$ cat src/hdl/cdrs_pkg.sv
// ----------------------------------------------------------------------------
// C-SCAN disk request scheduler package
// Command and status codes and the control bundles between controller and
// datapath.
// ----------------------------------------------------------------------------
package cdrs_pkg;

    localparam int CMD_W    = 2;
    localparam int STATUS_W = 3;

    localparam logic [CMD_W-1:0] CMD_REQUEST = 2'd0;
    localparam logic [CMD_W-1:0] CMD_RELEASE = 2'd1;
    localparam logic [CMD_W-1:0] CMD_CANCEL  = 2'd2;

    localparam logic [STATUS_W-1:0] STATUS_GRANTED   = 3'd0;
    localparam logic [STATUS_W-1:0] STATUS_QUEUED    = 3'd1;
    localparam logic [STATUS_W-1:0] STATUS_FULL      = 3'd2;
    localparam logic [STATUS_W-1:0] STATUS_HANDED    = 3'd3;
    localparam logic [STATUS_W-1:0] STATUS_IDLE      = 3'd4;
    localparam logic [STATUS_W-1:0] STATUS_CANCELLED = 3'd5;
    localparam logic [STATUS_W-1:0] STATUS_NOTFOUND  = 3'd6;

    // Commands from the controller to the datapath.
    typedef struct packed {
        logic load;    // latch the accepted request and restart the sweep
        logic issue;   // read the waiter entry at the sweep index
        logic commit;  // apply the outcome and load the result register
    } cdrs_ctl_t;

    // Status from the datapath to the controller.
    typedef struct packed {
        logic scan_last;  // sweep index is at the last entry
        logic out_free;   // result register can take a new result
    } cdrs_sts_t;

endpackage

$ cat src/hdl/cdrs_datapath.sv
// ----------------------------------------------------------------------------
// C-SCAN scheduler datapath
// Waiter table, sweep pipeline, lowest-track search and result register.
// ----------------------------------------------------------------------------
module cdrs_datapath #(
    parameter int MAX_WAITERS = 16,
    parameter int TRACK_BITS  = 16,
    parameter int ID_BITS     = 4
) (
    input  logic                          aclk,
    input  logic                          aresetn,
    input  cdrs_pkg::cdrs_ctl_t           ctl,
    output cdrs_pkg::cdrs_sts_t           sts,
    input  logic [cdrs_pkg::CMD_W-1:0]    in_cmd,
    input  logic [ID_BITS-1:0]            in_requester,
    input  logic [TRACK_BITS-1:0]         in_track,
    input  logic                          out_ready,
    output logic                          out_valid,
    output logic [cdrs_pkg::STATUS_W-1:0] out_status,
    output logic                          out_grant_valid,
    output logic [ID_BITS-1:0]            out_grant_requester,
    output logic [TRACK_BITS-1:0]         out_grant_track,
    output logic                          out_disk_busy
);
    import cdrs_pkg::*;

    localparam int IDX_W = (MAX_WAITERS > 1) ? $clog2(MAX_WAITERS) : 1;
    localparam int AGE_W = IDX_W;
    localparam logic [AGE_W-1:0] AGE_MAX = AGE_W'(MAX_WAITERS - 1);
    localparam logic [IDX_W-1:0] IDX_LAST = IDX_W'(MAX_WAITERS - 1);

    // Waiter table payload, written and read at one address each.
    logic [ID_BITS-1:0]    req_mem  [MAX_WAITERS];
    logic [TRACK_BITS-1:0] trk_mem  [MAX_WAITERS];
    logic                  side_mem [MAX_WAITERS];
    logic [AGE_W-1:0]      age_mem  [MAX_WAITERS];

    logic [MAX_WAITERS-1:0] valid_reg, valid_next;
    logic                   ahead_reg, ahead_next;
    logic [TRACK_BITS-1:0]  head_reg, head_next;
    logic                   busy_reg, busy_next;

    logic [CMD_W-1:0]      cmd_reg;
    logic [ID_BITS-1:0]    id_reg;
    logic [TRACK_BITS-1:0] trk_reg;

    logic [IDX_W-1:0]      scan_idx_reg;
    logic                  rd_vld_reg;
    logic [IDX_W-1:0]      rd_idx_reg;
    logic [ID_BITS-1:0]    rd_req_reg;
    logic [TRACK_BITS-1:0] rd_trk_reg;
    logic                  rd_side_reg;
    logic [AGE_W-1:0]      rd_age_reg;

    logic             free_found_reg, free_found_next;
    logic [IDX_W-1:0] free_idx_reg, free_idx_next;
    logic             hit_reg, hit_next;

    // Best candidate on the ahead side (a) and on the behind side (b).
    logic                  ba_found_reg, ba_found_next, bb_found_reg, bb_found_next;
    logic [IDX_W-1:0]      ba_idx_reg, ba_idx_next, bb_idx_reg, bb_idx_next;
    logic [TRACK_BITS-1:0] ba_trk_reg, ba_trk_next, bb_trk_reg, bb_trk_next;
    logic [AGE_W-1:0]      ba_age_reg, ba_age_next, bb_age_reg, bb_age_next;
    logic [ID_BITS-1:0]    ba_req_reg, ba_req_next, bb_req_reg, bb_req_next;

    logic                  out_valid_reg, out_valid_next;
    logic [STATUS_W-1:0]   out_status_reg, out_status_next;
    logic                  out_gv_reg, out_gv_next;
    logic [ID_BITS-1:0]    out_greq_reg, out_greq_next;
    logic [TRACK_BITS-1:0] out_gtrk_reg, out_gtrk_next;

    logic                  is_req, is_rel, is_can;
    logic                  cur_valid;
    logic                  tbl_full;
    logic                  age_we;
    logic [IDX_W-1:0]      age_waddr;
    logic [AGE_W-1:0]      age_wdata;
    logic                  ins_we;
    logic                  ins_side;
    logic                  better_a, better_b;

    assign is_req    = (cmd_reg == CMD_REQUEST);
    assign is_rel    = (cmd_reg == CMD_RELEASE);
    assign is_can    = (cmd_reg == CMD_CANCEL);
    assign cur_valid = valid_reg[rd_idx_reg];
    // A request sweep never changes the valid bits, so this holds for the whole sweep.
    assign tbl_full  = &valid_reg;

    assign sts.scan_last = (scan_idx_reg == IDX_LAST);
    assign sts.out_free  = !out_valid_reg || out_ready;

    assign better_a = !ba_found_reg || (rd_trk_reg < ba_trk_reg) ||
                      ((rd_trk_reg == ba_trk_reg) && (rd_age_reg > ba_age_reg));
    assign better_b = !bb_found_reg || (rd_trk_reg < bb_trk_reg) ||
                      ((rd_trk_reg == bb_trk_reg) && (rd_age_reg > bb_age_reg));

    assign ins_we   = ctl.commit && is_req && busy_reg && free_found_reg;
    assign ins_side = (trk_reg >= head_reg) ? ahead_reg : !ahead_reg;

    // Age port: sweep increments on a queued request, zero for a new waiter.
    // A request that meets a full table is rejected and ages nobody.
    always_comb begin
        age_we    = 1'b0;
        age_waddr = rd_idx_reg;
        age_wdata = rd_age_reg + AGE_W'(1);
        if (ins_we) begin
            age_we    = 1'b1;
            age_waddr = free_idx_reg;
            age_wdata = '0;
        end else if (rd_vld_reg && is_req && busy_reg && !tbl_full && cur_valid &&
                     (rd_age_reg < AGE_MAX)) begin
            age_we = 1'b1;
        end
    end

    always_ff @(posedge aclk) begin
        if (ctl.issue) begin
            rd_req_reg  <= req_mem[scan_idx_reg];
            rd_trk_reg  <= trk_mem[scan_idx_reg];
            rd_side_reg <= side_mem[scan_idx_reg];
            rd_age_reg  <= age_mem[scan_idx_reg];
        end
        if (ins_we) begin
            req_mem[free_idx_reg]  <= id_reg;
            trk_mem[free_idx_reg]  <= trk_reg;
            side_mem[free_idx_reg] <= ins_side;
        end
        if (age_we) begin
            age_mem[age_waddr] <= age_wdata;
        end
    end

    always_comb begin
        valid_next      = valid_reg;
        ahead_next      = ahead_reg;
        head_next       = head_reg;
        busy_next       = busy_reg;
        free_found_next = free_found_reg;
        free_idx_next   = free_idx_reg;
        hit_next        = hit_reg;
        ba_found_next   = ba_found_reg;
        ba_idx_next     = ba_idx_reg;
        ba_trk_next     = ba_trk_reg;
        ba_age_next     = ba_age_reg;
        ba_req_next     = ba_req_reg;
        bb_found_next   = bb_found_reg;
        bb_idx_next     = bb_idx_reg;
        bb_trk_next     = bb_trk_reg;
        bb_age_next     = bb_age_reg;
        bb_req_next     = bb_req_reg;
        out_valid_next  = out_valid_reg && !out_ready;
        out_status_next = out_status_reg;
        out_gv_next     = out_gv_reg;
        out_greq_next   = out_greq_reg;
        out_gtrk_next   = out_gtrk_reg;

        if (ctl.load) begin
            free_found_next = 1'b0;
            hit_next        = 1'b0;
            ba_found_next   = 1'b0;
            bb_found_next   = 1'b0;
        end

        // One table entry is examined per cycle as the sweep data returns.
        if (rd_vld_reg) begin
            if (!cur_valid && !free_found_reg) begin
                free_found_next = 1'b1;
                free_idx_next   = rd_idx_reg;
            end
            if (cur_valid && is_can && (rd_req_reg == id_reg)) begin
                valid_next[rd_idx_reg] = 1'b0;
                hit_next               = 1'b1;
            end
            if (cur_valid && (rd_side_reg == ahead_reg) && better_a) begin
                ba_found_next = 1'b1;
                ba_idx_next   = rd_idx_reg;
                ba_trk_next   = rd_trk_reg;
                ba_age_next   = rd_age_reg;
                ba_req_next   = rd_req_reg;
            end
            if (cur_valid && (rd_side_reg != ahead_reg) && better_b) begin
                bb_found_next = 1'b1;
                bb_idx_next   = rd_idx_reg;
                bb_trk_next   = rd_trk_reg;
                bb_age_next   = rd_age_reg;
                bb_req_next   = rd_req_reg;
            end
        end

        if (ctl.commit) begin
            out_valid_next  = 1'b1;
            out_status_next = STATUS_NOTFOUND;
            out_gv_next     = 1'b0;
            out_greq_next   = '0;
            out_gtrk_next   = '0;
            priority if (is_req) begin
                if (!busy_reg) begin
                    busy_next       = 1'b1;
                    head_next       = trk_reg;
                    out_status_next = STATUS_GRANTED;
                    out_gv_next     = 1'b1;
                    out_greq_next   = id_reg;
                    out_gtrk_next   = trk_reg;
                end else if (free_found_reg) begin
                    valid_next[free_idx_reg] = 1'b1;
                    out_status_next          = STATUS_QUEUED;
                end else begin
                    out_status_next = STATUS_FULL;
                end
            end else if (is_rel) begin
                if (ba_found_reg) begin
                    valid_next[ba_idx_reg] = 1'b0;
                    head_next              = ba_trk_reg;
                    busy_next              = 1'b1;
                    out_status_next        = STATUS_HANDED;
                    out_gv_next            = 1'b1;
                    out_greq_next          = ba_req_reg;
                    out_gtrk_next          = ba_trk_reg;
                end else if (bb_found_reg) begin
                    // Ahead side is empty: the sides swap.
                    valid_next[bb_idx_reg] = 1'b0;
                    ahead_next             = !ahead_reg;
                    head_next              = bb_trk_reg;
                    busy_next              = 1'b1;
                    out_status_next        = STATUS_HANDED;
                    out_gv_next            = 1'b1;
                    out_greq_next          = bb_req_reg;
                    out_gtrk_next          = bb_trk_reg;
                end else begin
                    busy_next       = 1'b0;
                    out_status_next = STATUS_IDLE;
                end
            end else if (is_can) begin
                out_status_next = hit_reg ? STATUS_CANCELLED : STATUS_NOTFOUND;
            end else begin
                out_status_next = STATUS_NOTFOUND;
            end
        end
    end

    always_ff @(posedge aclk) begin
        if (!aresetn) begin
            valid_reg     <= '0;
            ahead_reg     <= 1'b0;
            head_reg      <= '0;
            busy_reg      <= 1'b0;
            rd_vld_reg    <= 1'b0;
            scan_idx_reg  <= '0;
            out_valid_reg <= 1'b0;
        end else begin
            valid_reg     <= valid_next;
            ahead_reg     <= ahead_next;
            head_reg      <= head_next;
            busy_reg      <= busy_next;
            rd_vld_reg    <= ctl.issue;
            out_valid_reg <= out_valid_next;
            if (ctl.load) begin
                scan_idx_reg <= '0;
            end else if (ctl.issue) begin
                scan_idx_reg <= scan_idx_reg + IDX_W'(1);
            end
        end
    end

    always_ff @(posedge aclk) begin
        if (ctl.load) begin
            cmd_reg <= in_cmd;
            id_reg  <= in_requester;
            trk_reg <= in_track;
        end
        rd_idx_reg     <= scan_idx_reg;
        free_found_reg <= free_found_next;
        free_idx_reg   <= free_idx_next;
        hit_reg        <= hit_next;
        ba_found_reg   <= ba_found_next;
        ba_idx_reg     <= ba_idx_next;
        ba_trk_reg     <= ba_trk_next;
        ba_age_reg     <= ba_age_next;
        ba_req_reg     <= ba_req_next;
        bb_found_reg   <= bb_found_next;
        bb_idx_reg     <= bb_idx_next;
        bb_trk_reg     <= bb_trk_next;
        bb_age_reg     <= bb_age_next;
        bb_req_reg     <= bb_req_next;
        out_status_reg <= out_status_next;
        out_gv_reg     <= out_gv_next;
        out_greq_reg   <= out_greq_next;
        out_gtrk_reg   <= out_gtrk_next;
    end

    assign out_valid           = out_valid_reg;
    assign out_status          = out_status_reg;
    assign out_grant_valid     = out_gv_reg;
    assign out_grant_requester = out_greq_reg;
    assign out_grant_track     = out_gtrk_reg;
    assign out_disk_busy       = busy_reg;

endmodule

$ cat src/hdl/cdrs_ctrl.sv
// ----------------------------------------------------------------------------
// C-SCAN scheduler controller
// Sequences accept, table sweep, pipeline drain and commit for each request.
// ----------------------------------------------------------------------------
module cdrs_ctrl (
    input  logic                aclk,
    input  logic                aresetn,
    input  logic                in_valid,
    output logic                in_ready,
    input  cdrs_pkg::cdrs_sts_t sts,
    output cdrs_pkg::cdrs_ctl_t ctl
);
    import cdrs_pkg::*;

    localparam logic [1:0] S_IDLE   = 2'd0;
    localparam logic [1:0] S_SCAN   = 2'd1;
    localparam logic [1:0] S_TAIL   = 2'd2;
    localparam logic [1:0] S_COMMIT = 2'd3;

    logic [1:0] state_reg, state_next;

    assign in_ready = (state_reg == S_IDLE);

    always_comb begin
        state_next = state_reg;
        ctl        = '0;
        unique case (state_reg)
            S_IDLE: begin
                if (in_valid) begin
                    ctl.load   = 1'b1;
                    state_next = S_SCAN;
                end
            end
            S_SCAN: begin
                ctl.issue = 1'b1;
                if (sts.scan_last) begin
                    state_next = S_TAIL;
                end
            end
            S_TAIL: begin
                state_next = S_COMMIT;
            end
            S_COMMIT: begin
                if (sts.out_free) begin
                    ctl.commit = 1'b1;
                    state_next = S_IDLE;
                end
            end
            default: begin
                state_next = S_IDLE;
            end
        endcase
    end

    always_ff @(posedge aclk) begin
        if (!aresetn) begin
            state_reg <= S_IDLE;
        end else begin
            state_reg <= state_next;
        end
    end

endmodule

$ cat src/hdl/cscan_disk_request_scheduler_core.sv
// Each accepted request sweeps the waiter table, drains the read pipeline and commits
// its result to m_tvalid once the result register is free; no new request is taken
// before that commit. The sweep uses the single table read port, one entry per cycle.
// A finished result waits in the output register while the next request is taken.
// Reset (aresetn low, synchronous) empties the table, frees the disk, puts the head
// at track zero and selects side zero as the ahead side; no clearing pass is needed.
// ----------------------------------------------------------------------------
// C-SCAN disk request scheduler top level
// One-direction elevator arbiter for a single disk head with a waiter table.
// ----------------------------------------------------------------------------
module cscan_disk_request_scheduler_core #(
    parameter int  MAX_WAITERS = 16,
    parameter int  TRACK_BITS  = 16,
    parameter int  ID_BITS     = 4,
    localparam int S_DATA_W    = ((2 + ID_BITS + TRACK_BITS + 7) / 8) * 8,
    localparam int M_DATA_W    = ((5 + ID_BITS + TRACK_BITS + 7) / 8) * 8
) (
    input  logic                aclk,
    input  logic                aresetn,
    // Request channel.
    input  logic                s_tvalid,
    output logic                s_tready,
    input  logic [S_DATA_W-1:0] s_tdata,   // cmd, requester, track (from bit 0 up)
    // Result channel.
    output logic                m_tvalid,
    input  logic                m_tready,
    output logic [M_DATA_W-1:0] m_tdata    // status, grant_valid, grant_requester,
                                           // grant_track, disk_busy (from bit 0 up)
);
    import cdrs_pkg::*;

    // Each request runs a full sweep over the waiter table. The sweep ages the
    // waiters and finds the first free entry for a queued request, tracks the
    // lowest track on each side (oldest first on a tie) for a release, and
    // drops matching waiters for a cancel. The outcome is applied in one
    // commit cycle once the result register is free.

    logic [CMD_W-1:0]      in_cmd;
    logic [ID_BITS-1:0]    in_requester;
    logic [TRACK_BITS-1:0] in_track;

    logic [STATUS_W-1:0]   out_status;
    logic                  out_grant_valid;
    logic [ID_BITS-1:0]    out_grant_requester;
    logic [TRACK_BITS-1:0] out_grant_track;
    logic                  out_disk_busy;

    cdrs_ctl_t ctl;
    cdrs_sts_t sts;

    assign in_cmd       = s_tdata[CMD_W-1:0];
    assign in_requester = s_tdata[CMD_W +: ID_BITS];
    assign in_track     = s_tdata[CMD_W + ID_BITS +: TRACK_BITS];

    cdrs_ctrl u_ctrl (
        .aclk     (aclk),
        .aresetn  (aresetn),
        .in_valid (s_tvalid),
        .in_ready (s_tready),
        .sts      (sts),
        .ctl      (ctl)
    );

    cdrs_datapath #(
        .MAX_WAITERS (MAX_WAITERS),
        .TRACK_BITS  (TRACK_BITS),
        .ID_BITS     (ID_BITS)
    ) u_datapath (
        .aclk                (aclk),
        .aresetn             (aresetn),
        .ctl                 (ctl),
        .sts                 (sts),
        .in_cmd              (in_cmd),
        .in_requester        (in_requester),
        .in_track            (in_track),
        .out_ready           (m_tready),
        .out_valid           (m_tvalid),
        .out_status          (out_status),
        .out_grant_valid     (out_grant_valid),
        .out_grant_requester (out_grant_requester),
        .out_grant_track     (out_grant_track),
        .out_disk_busy       (out_disk_busy)
    );

    // Fields packed from bit 0 up and zero-filled to whole bytes.
    assign m_tdata = M_DATA_W'({out_disk_busy, out_grant_track, out_grant_requester,
                                out_grant_valid, out_status});

endmodule

$ cat config.mk
export PLATFORM = sky130hd
export DESIGN_NAME = cscan_disk_request_scheduler_core
export DESIGN_NICKNAME = d
export VERILOG_FILES = /design/src/hdl/cdrs_pkg.sv /design/src/hdl/cdrs_datapath.sv /design/src/hdl/cdrs_ctrl.sv /design/src/hdl/cscan_disk_request_scheduler_core.sv
export SDC_FILE = /design/constraint.sdc
export NUM_CORES = 1
export LEC_CHECK = 0
export ABC_AREA = 0
export ABC_CLOCK_PERIOD_IN_PS = 5520
export BUFFER_PORTS_ARGS = -buffer_cell sky130_fd_sc_hd__buf_4
export CAP_MARGIN = 30
export CORE_MARGIN = 2
export CORE_UTILIZATION = 45
export CTS_CLUSTER_DIAMETER = 200
export CTS_CLUSTER_SIZE = 12
export DETAILED_ROUTE_END_ITERATION = 7
export PLACE_DENSITY_LB_ADDON = 0.15
export SYNTH_ARGS = -nofsm -noshare
export SYNTH_HDL_FRONTEND = slang
export SYNTH_SLANG_ARGS = --single-unit
$ cat constraint.sdc
create_clock -name aclk -period 5.52 [get_ports aclk]
set_input_delay 0.552 -clock aclk [delete_from_list [all_inputs] [get_ports aclk]]
set_output_delay 0.552 -clock aclk [all_outputs]
set_load 0.01 [all_outputs]
==> parameters.txt <==
Parameter                              Value

Synth
  Mean cell area of the mapped netlist ... 17.1 µm²
  Synth Flop Type ... sky130_fd_sc_hd__edfxtp_1
  Proportion of synthesized flip-flops having asynchronous set or reset ... 0%
  Netlist area before placement ... 0.0242 mm²
  EDFF count, synth ... approximately 530
  Post-synthesis cell type count ... 68
  Largest cells by area after synthesis ... sky130_fd_sc_hd__edfxtp_1 (66%), sky130_fd_sc_hd__mux4_2 (12%), sky130_fd_sc_hd__dfxtp_1 (4.1%)
  Area leader, netlist ... sky130_fd_sc_hd__edfxtp_1
  Yosys warning total ... 0
  Number of standard cells after synthesis ... 1411
  Number of storage elements in the synthesis netlist ... 581
  Fraction of the yosys area taken by sequential cells ... approximately 70%
  Area fraction of the dominant cell type after synthesis ... roughly two thirds

Timing
  Worst slack on hold paths ... approximately 0.1 ns
  Final worst path period share ... approximately two thirds
  Min Clock Period, post-route ... between 3 and 4 ns
  RSZ-0062 raised after global routing ... no
  Final hold violation count ... 0
  Setup violation total in the final timing report ... 0
  Achievable Freq ... between 200 and 300 MHz
  Slew at the pin with the worst max-slew slack ... 1.01 ns
  Final max-slew violation count ... 0
  Setup skew after layout ... between 0.04 and 0.05 ns
  Total negative slack ... 0 ns
  Headroom to the max-slew limit ... 32.4%
  Setup slack of the critical path after layout ... 1.93 ns

Cells and area
  Most common cell after layout, fill and taps aside ... sky130_fd_sc_hd__edfxtp_1
  Fill cell instance count of the final layout ... approximately 4300
  Synth-to-Final Area Change ... 11.9%
  Final Cell Area ... 0.0271 mm²
  Share of post-route cells with drive strength above 1 ... just over 20%
  Largest register FFs ... approximately 260
  Finished Core Util ... roughly 51%
  Most flops, register ... u_datapath.trk_mem
  Most used cells in the layout excluding fill and tap cells ... sky130_fd_sc_hd__edfxtp_1 (531), sky130_fd_sc_hd__mux4_2 (125), sky130_fd_sc_hd__buf_4 (88), sky130_fd_sc_hd__nand2_1 (81), sky130_fd_sc_hd__inv_1 (72)
  Largest registers ... u_datapath.trk_mem (256), u_datapath.age_mem (64), u_datapath.req_mem (64)
  Post-layout nets ... between 1500 and 2000

Place
  Routability congestion estimate ... around 0.86
  Port buffer count ... 52
  Half-perimeter wire length after placement ... approximately 34 mm
  Pre-CTS worst setup slack ... around 1.9 ns
  Placed Instance Area ... between 0.02 and 0.03 mm²

Pwr
  Int Pwr ... between 7 and 8 mW
  Leakage power of the design ... about 8.6 nW
  Sequential power share ... between 50% and 60%
  Worst vdd rail ir drop ... roughly 230 µV
  Net Switching ... roughly 2.8 mW
  Clock power share ... between 30% and 40%
  Sw frac ... about a quarter
  Power per cell area ... 392 mW/mm²
  Relative contribution of combinational cells to total power ... between 10% and 20%

Setup path
  End of the worst register-to-register path ... u_datapath.ba_idx_reg[0]$_DFFE_PP_
  Data required time at the worst endpoint ... 5.79 ns
  Endpoint arrival time on the critical path ... about 3.9 ns
  Endpoint kind of the worst setup timing path ... flop
  Critical path start-end classification ... flop to flop
  Number of buffers and inverters on the critical path ... 1
  Largest stage delay, worst path ... 0.82 ns
  Critical path's top delay family ... compound AO/OA/AOI/OAI gates
  Top fanout value on the critical path ... 16
  Max stage delay cell, worst path ... sky130_fd_sc_hd__a311oi_4
  Kind of start point of the critical path ... flop
  Origin of the worst setup path ... u_datapath.rd_trk_reg[6]$_DFFE_PP_
  R2R setup slack ... between 1.5 and 2 ns
  Number of cells traversed by the worst register-to-register path ... 7
  Worst-path cell chain ... ha_1 -> a21o_1 -> a21oi_1 -> o32ai_1 -> or4b_2 -> a311oi_4 -> buf_4
  FF-to-FF Start ... u_datapath.rd_trk_reg[6]$_DFFE_PP_

Clock network
  TritonCTS Buffers ... 54
  # Post-CTS Setup Buffers ... 0
  Htree depth ... 2
  Resized Gates After CTS ... 0
  Clock insertion delay at the later pin of the skew report ... about 0.63 ns
  Sink count of the clock tree ... a little under 600
  Cell at the root of the clock tree ... sky130_fd_sc_hd__clkbuf_16
  TritonCTS clock tree ... yes
  Clock transition at the registers of the reported paths ... approximately 0.06 ns
  Hold Buf Count CTS ... 0
  Clock Tree Buf Depth ... 3

Die
  I/O pin count ... 62
  Initial Util ... between 40% and 50%
  Floorplan die area ... 0.0556 mm²
  Die height ... around 240 µm
  Area of the placeable core ... approximately 0.053 mm²
  Die span in x ... between 200 and 250 µm
  Number of rows in the core area ... 84

Routing
  Average wire per standard cell ... about 26 µm
  First-pass detailed-route iteration total ... 5
  Total vias in the final route ... 13000
  Antenna Violating Nets Remaining ... 0
  DRC viols ... 0
  Via density ... approximately 6
  Final routed wirelength across all metal layers ... ~57 mm
  DRC marker count from the first detailed-route iteration ... roughly 1100

Global route
  Number of global-route vias before repair ... between 10000 and 15000
  Pin count of the biggest net entering global routing ... 62
  Wire length of the first global-routing pass ... approximately 85 mm
  Remaining global-route overflow ... 0
  All-layer global routing usage ... roughly a fifth
  Initial antenna violation count ... 1

Hold path
  Type of the tightest min-delay check ... primary input to flop
  Worst hold start ... s_tdata[20]
  Worst hold path stage count ... 1
  Endpoint of the worst hold-timing path ... u_datapath.trk_reg[14]$_DFFE_PP_

Status
  Result of the run ... finished, final reports clean

Flow run
  Number of maximum-capacitance constraint violations ... 0
[worst max path at each step]
| stage | end | slack, ns | cells after the start |
|---|---|---|---|
| floorplan | u_datapath.ba_age_reg[0]$_DFFE_PP_ | 1.09 | 6 |
| global placement | u_datapath.ba_trk_reg[6]$_DFFE_PP_ | 1.96 | 7 |
| detailed placement | u_datapath.ba_trk_reg[5]$_DFFE_PP_ | 1.90 | 7 |
| CTS | u_datapath.ba_idx_reg[0]$_DFFE_PP_ | 1.87 | 7 |
| global route | u_datapath.ba_idx_reg[0]$_DFFE_PP_ | 1.75 | 8 |
| finish | u_datapath.ba_idx_reg[0]$_DFFE_PP_ | 1.93 | 7 |
[cell families (layout without fill, tap and decap cells)]
family | after synthesis | in the layout | share of synthesized area [%]
buf+inv | 149 | 244 | 2.61
simple gates | 264 | 264 | 5.37
compound gates | 194 | 194 | 5.53
mux | 149 | 149 | 12.8
flops | 581 | 581 | 70.0
xor+xnor | 11 | 11 | 0.398
other cells | 1 | 8 | 0.0155
fa+ha+maj | 62 | 62 | 3.21
[power by group through the flow]
stage	Sequential, mW	Clock [mW]	Combinational, mW
finish	5.58	3.35	1.67
global route	5.62	3.61	1.83
CTS	5.58	3.45	1.69
detailed placement	5.68	0	1.68
global placement	5.66	0	1.64
floorplan	5.55	0	1.13
[per-layer routing]
metal,global-route usage [%],vias to the layer above,part of all wire (%)
met4,5.19,0,2.0
li1,-,5769,-
met3,3.27,76,6.2
met5,0,-,0
met1,29.7,6697,44
met2,33.1,426,47
[stage by stage]
| stage | instances | total power, mW |
|---|---|---|
| 6_report | 2201 | 10.6 |
| 5_1_grt | 2200 | 11.1 |
| 4_1_cts | 2199 | 10.7 |
| 3_5_place_dp | 2122 | 7.36 |
| 3_3_place_gp | 2118 | 7.31 |
| 2_1_floorplan | 1417 | 6.68 |
[Yosys cell counts (18+ instances only)]
library cell               count
sky130_fd_sc_hd__edfxtp_1    531
sky130_fd_sc_hd__mux4_2      125
sky130_fd_sc_hd__nand2_1      81
sky130_fd_sc_hd__inv_1        73
sky130_fd_sc_hd__ha_1         62
sky130_fd_sc_hd__nor2_1       51
sky130_fd_sc_hd__dfxtp_1      50
sky130_fd_sc_hd__a21oi_1      44
sky130_fd_sc_hd__clkbuf_1     41
sky130_fd_sc_hd__nor3_1       38
sky130_fd_sc_hd__o21ai_0      24
sky130_fd_sc_hd__mux2i_1      19
sky130_fd_sc_hd__nand3_1      19
sky130_fd_sc_hd__o211ai_1     18
[final cells by class]
type	instances	area [µm²]	share of cell area, %
Multi-Input combinational cell	687	6720	24.8
Clock inverter	4	78.8	0.291
Antenna cell	1	2.50	0.00924
Timing Repair Buffer	94	757	2.80
Clock buffer	73	1420	5.26
Sequential cell	581	17000	62.6
Tap cell	688	861	3.18
Inverter	73	274	1.01
Power figures use the tool's default switching activity.
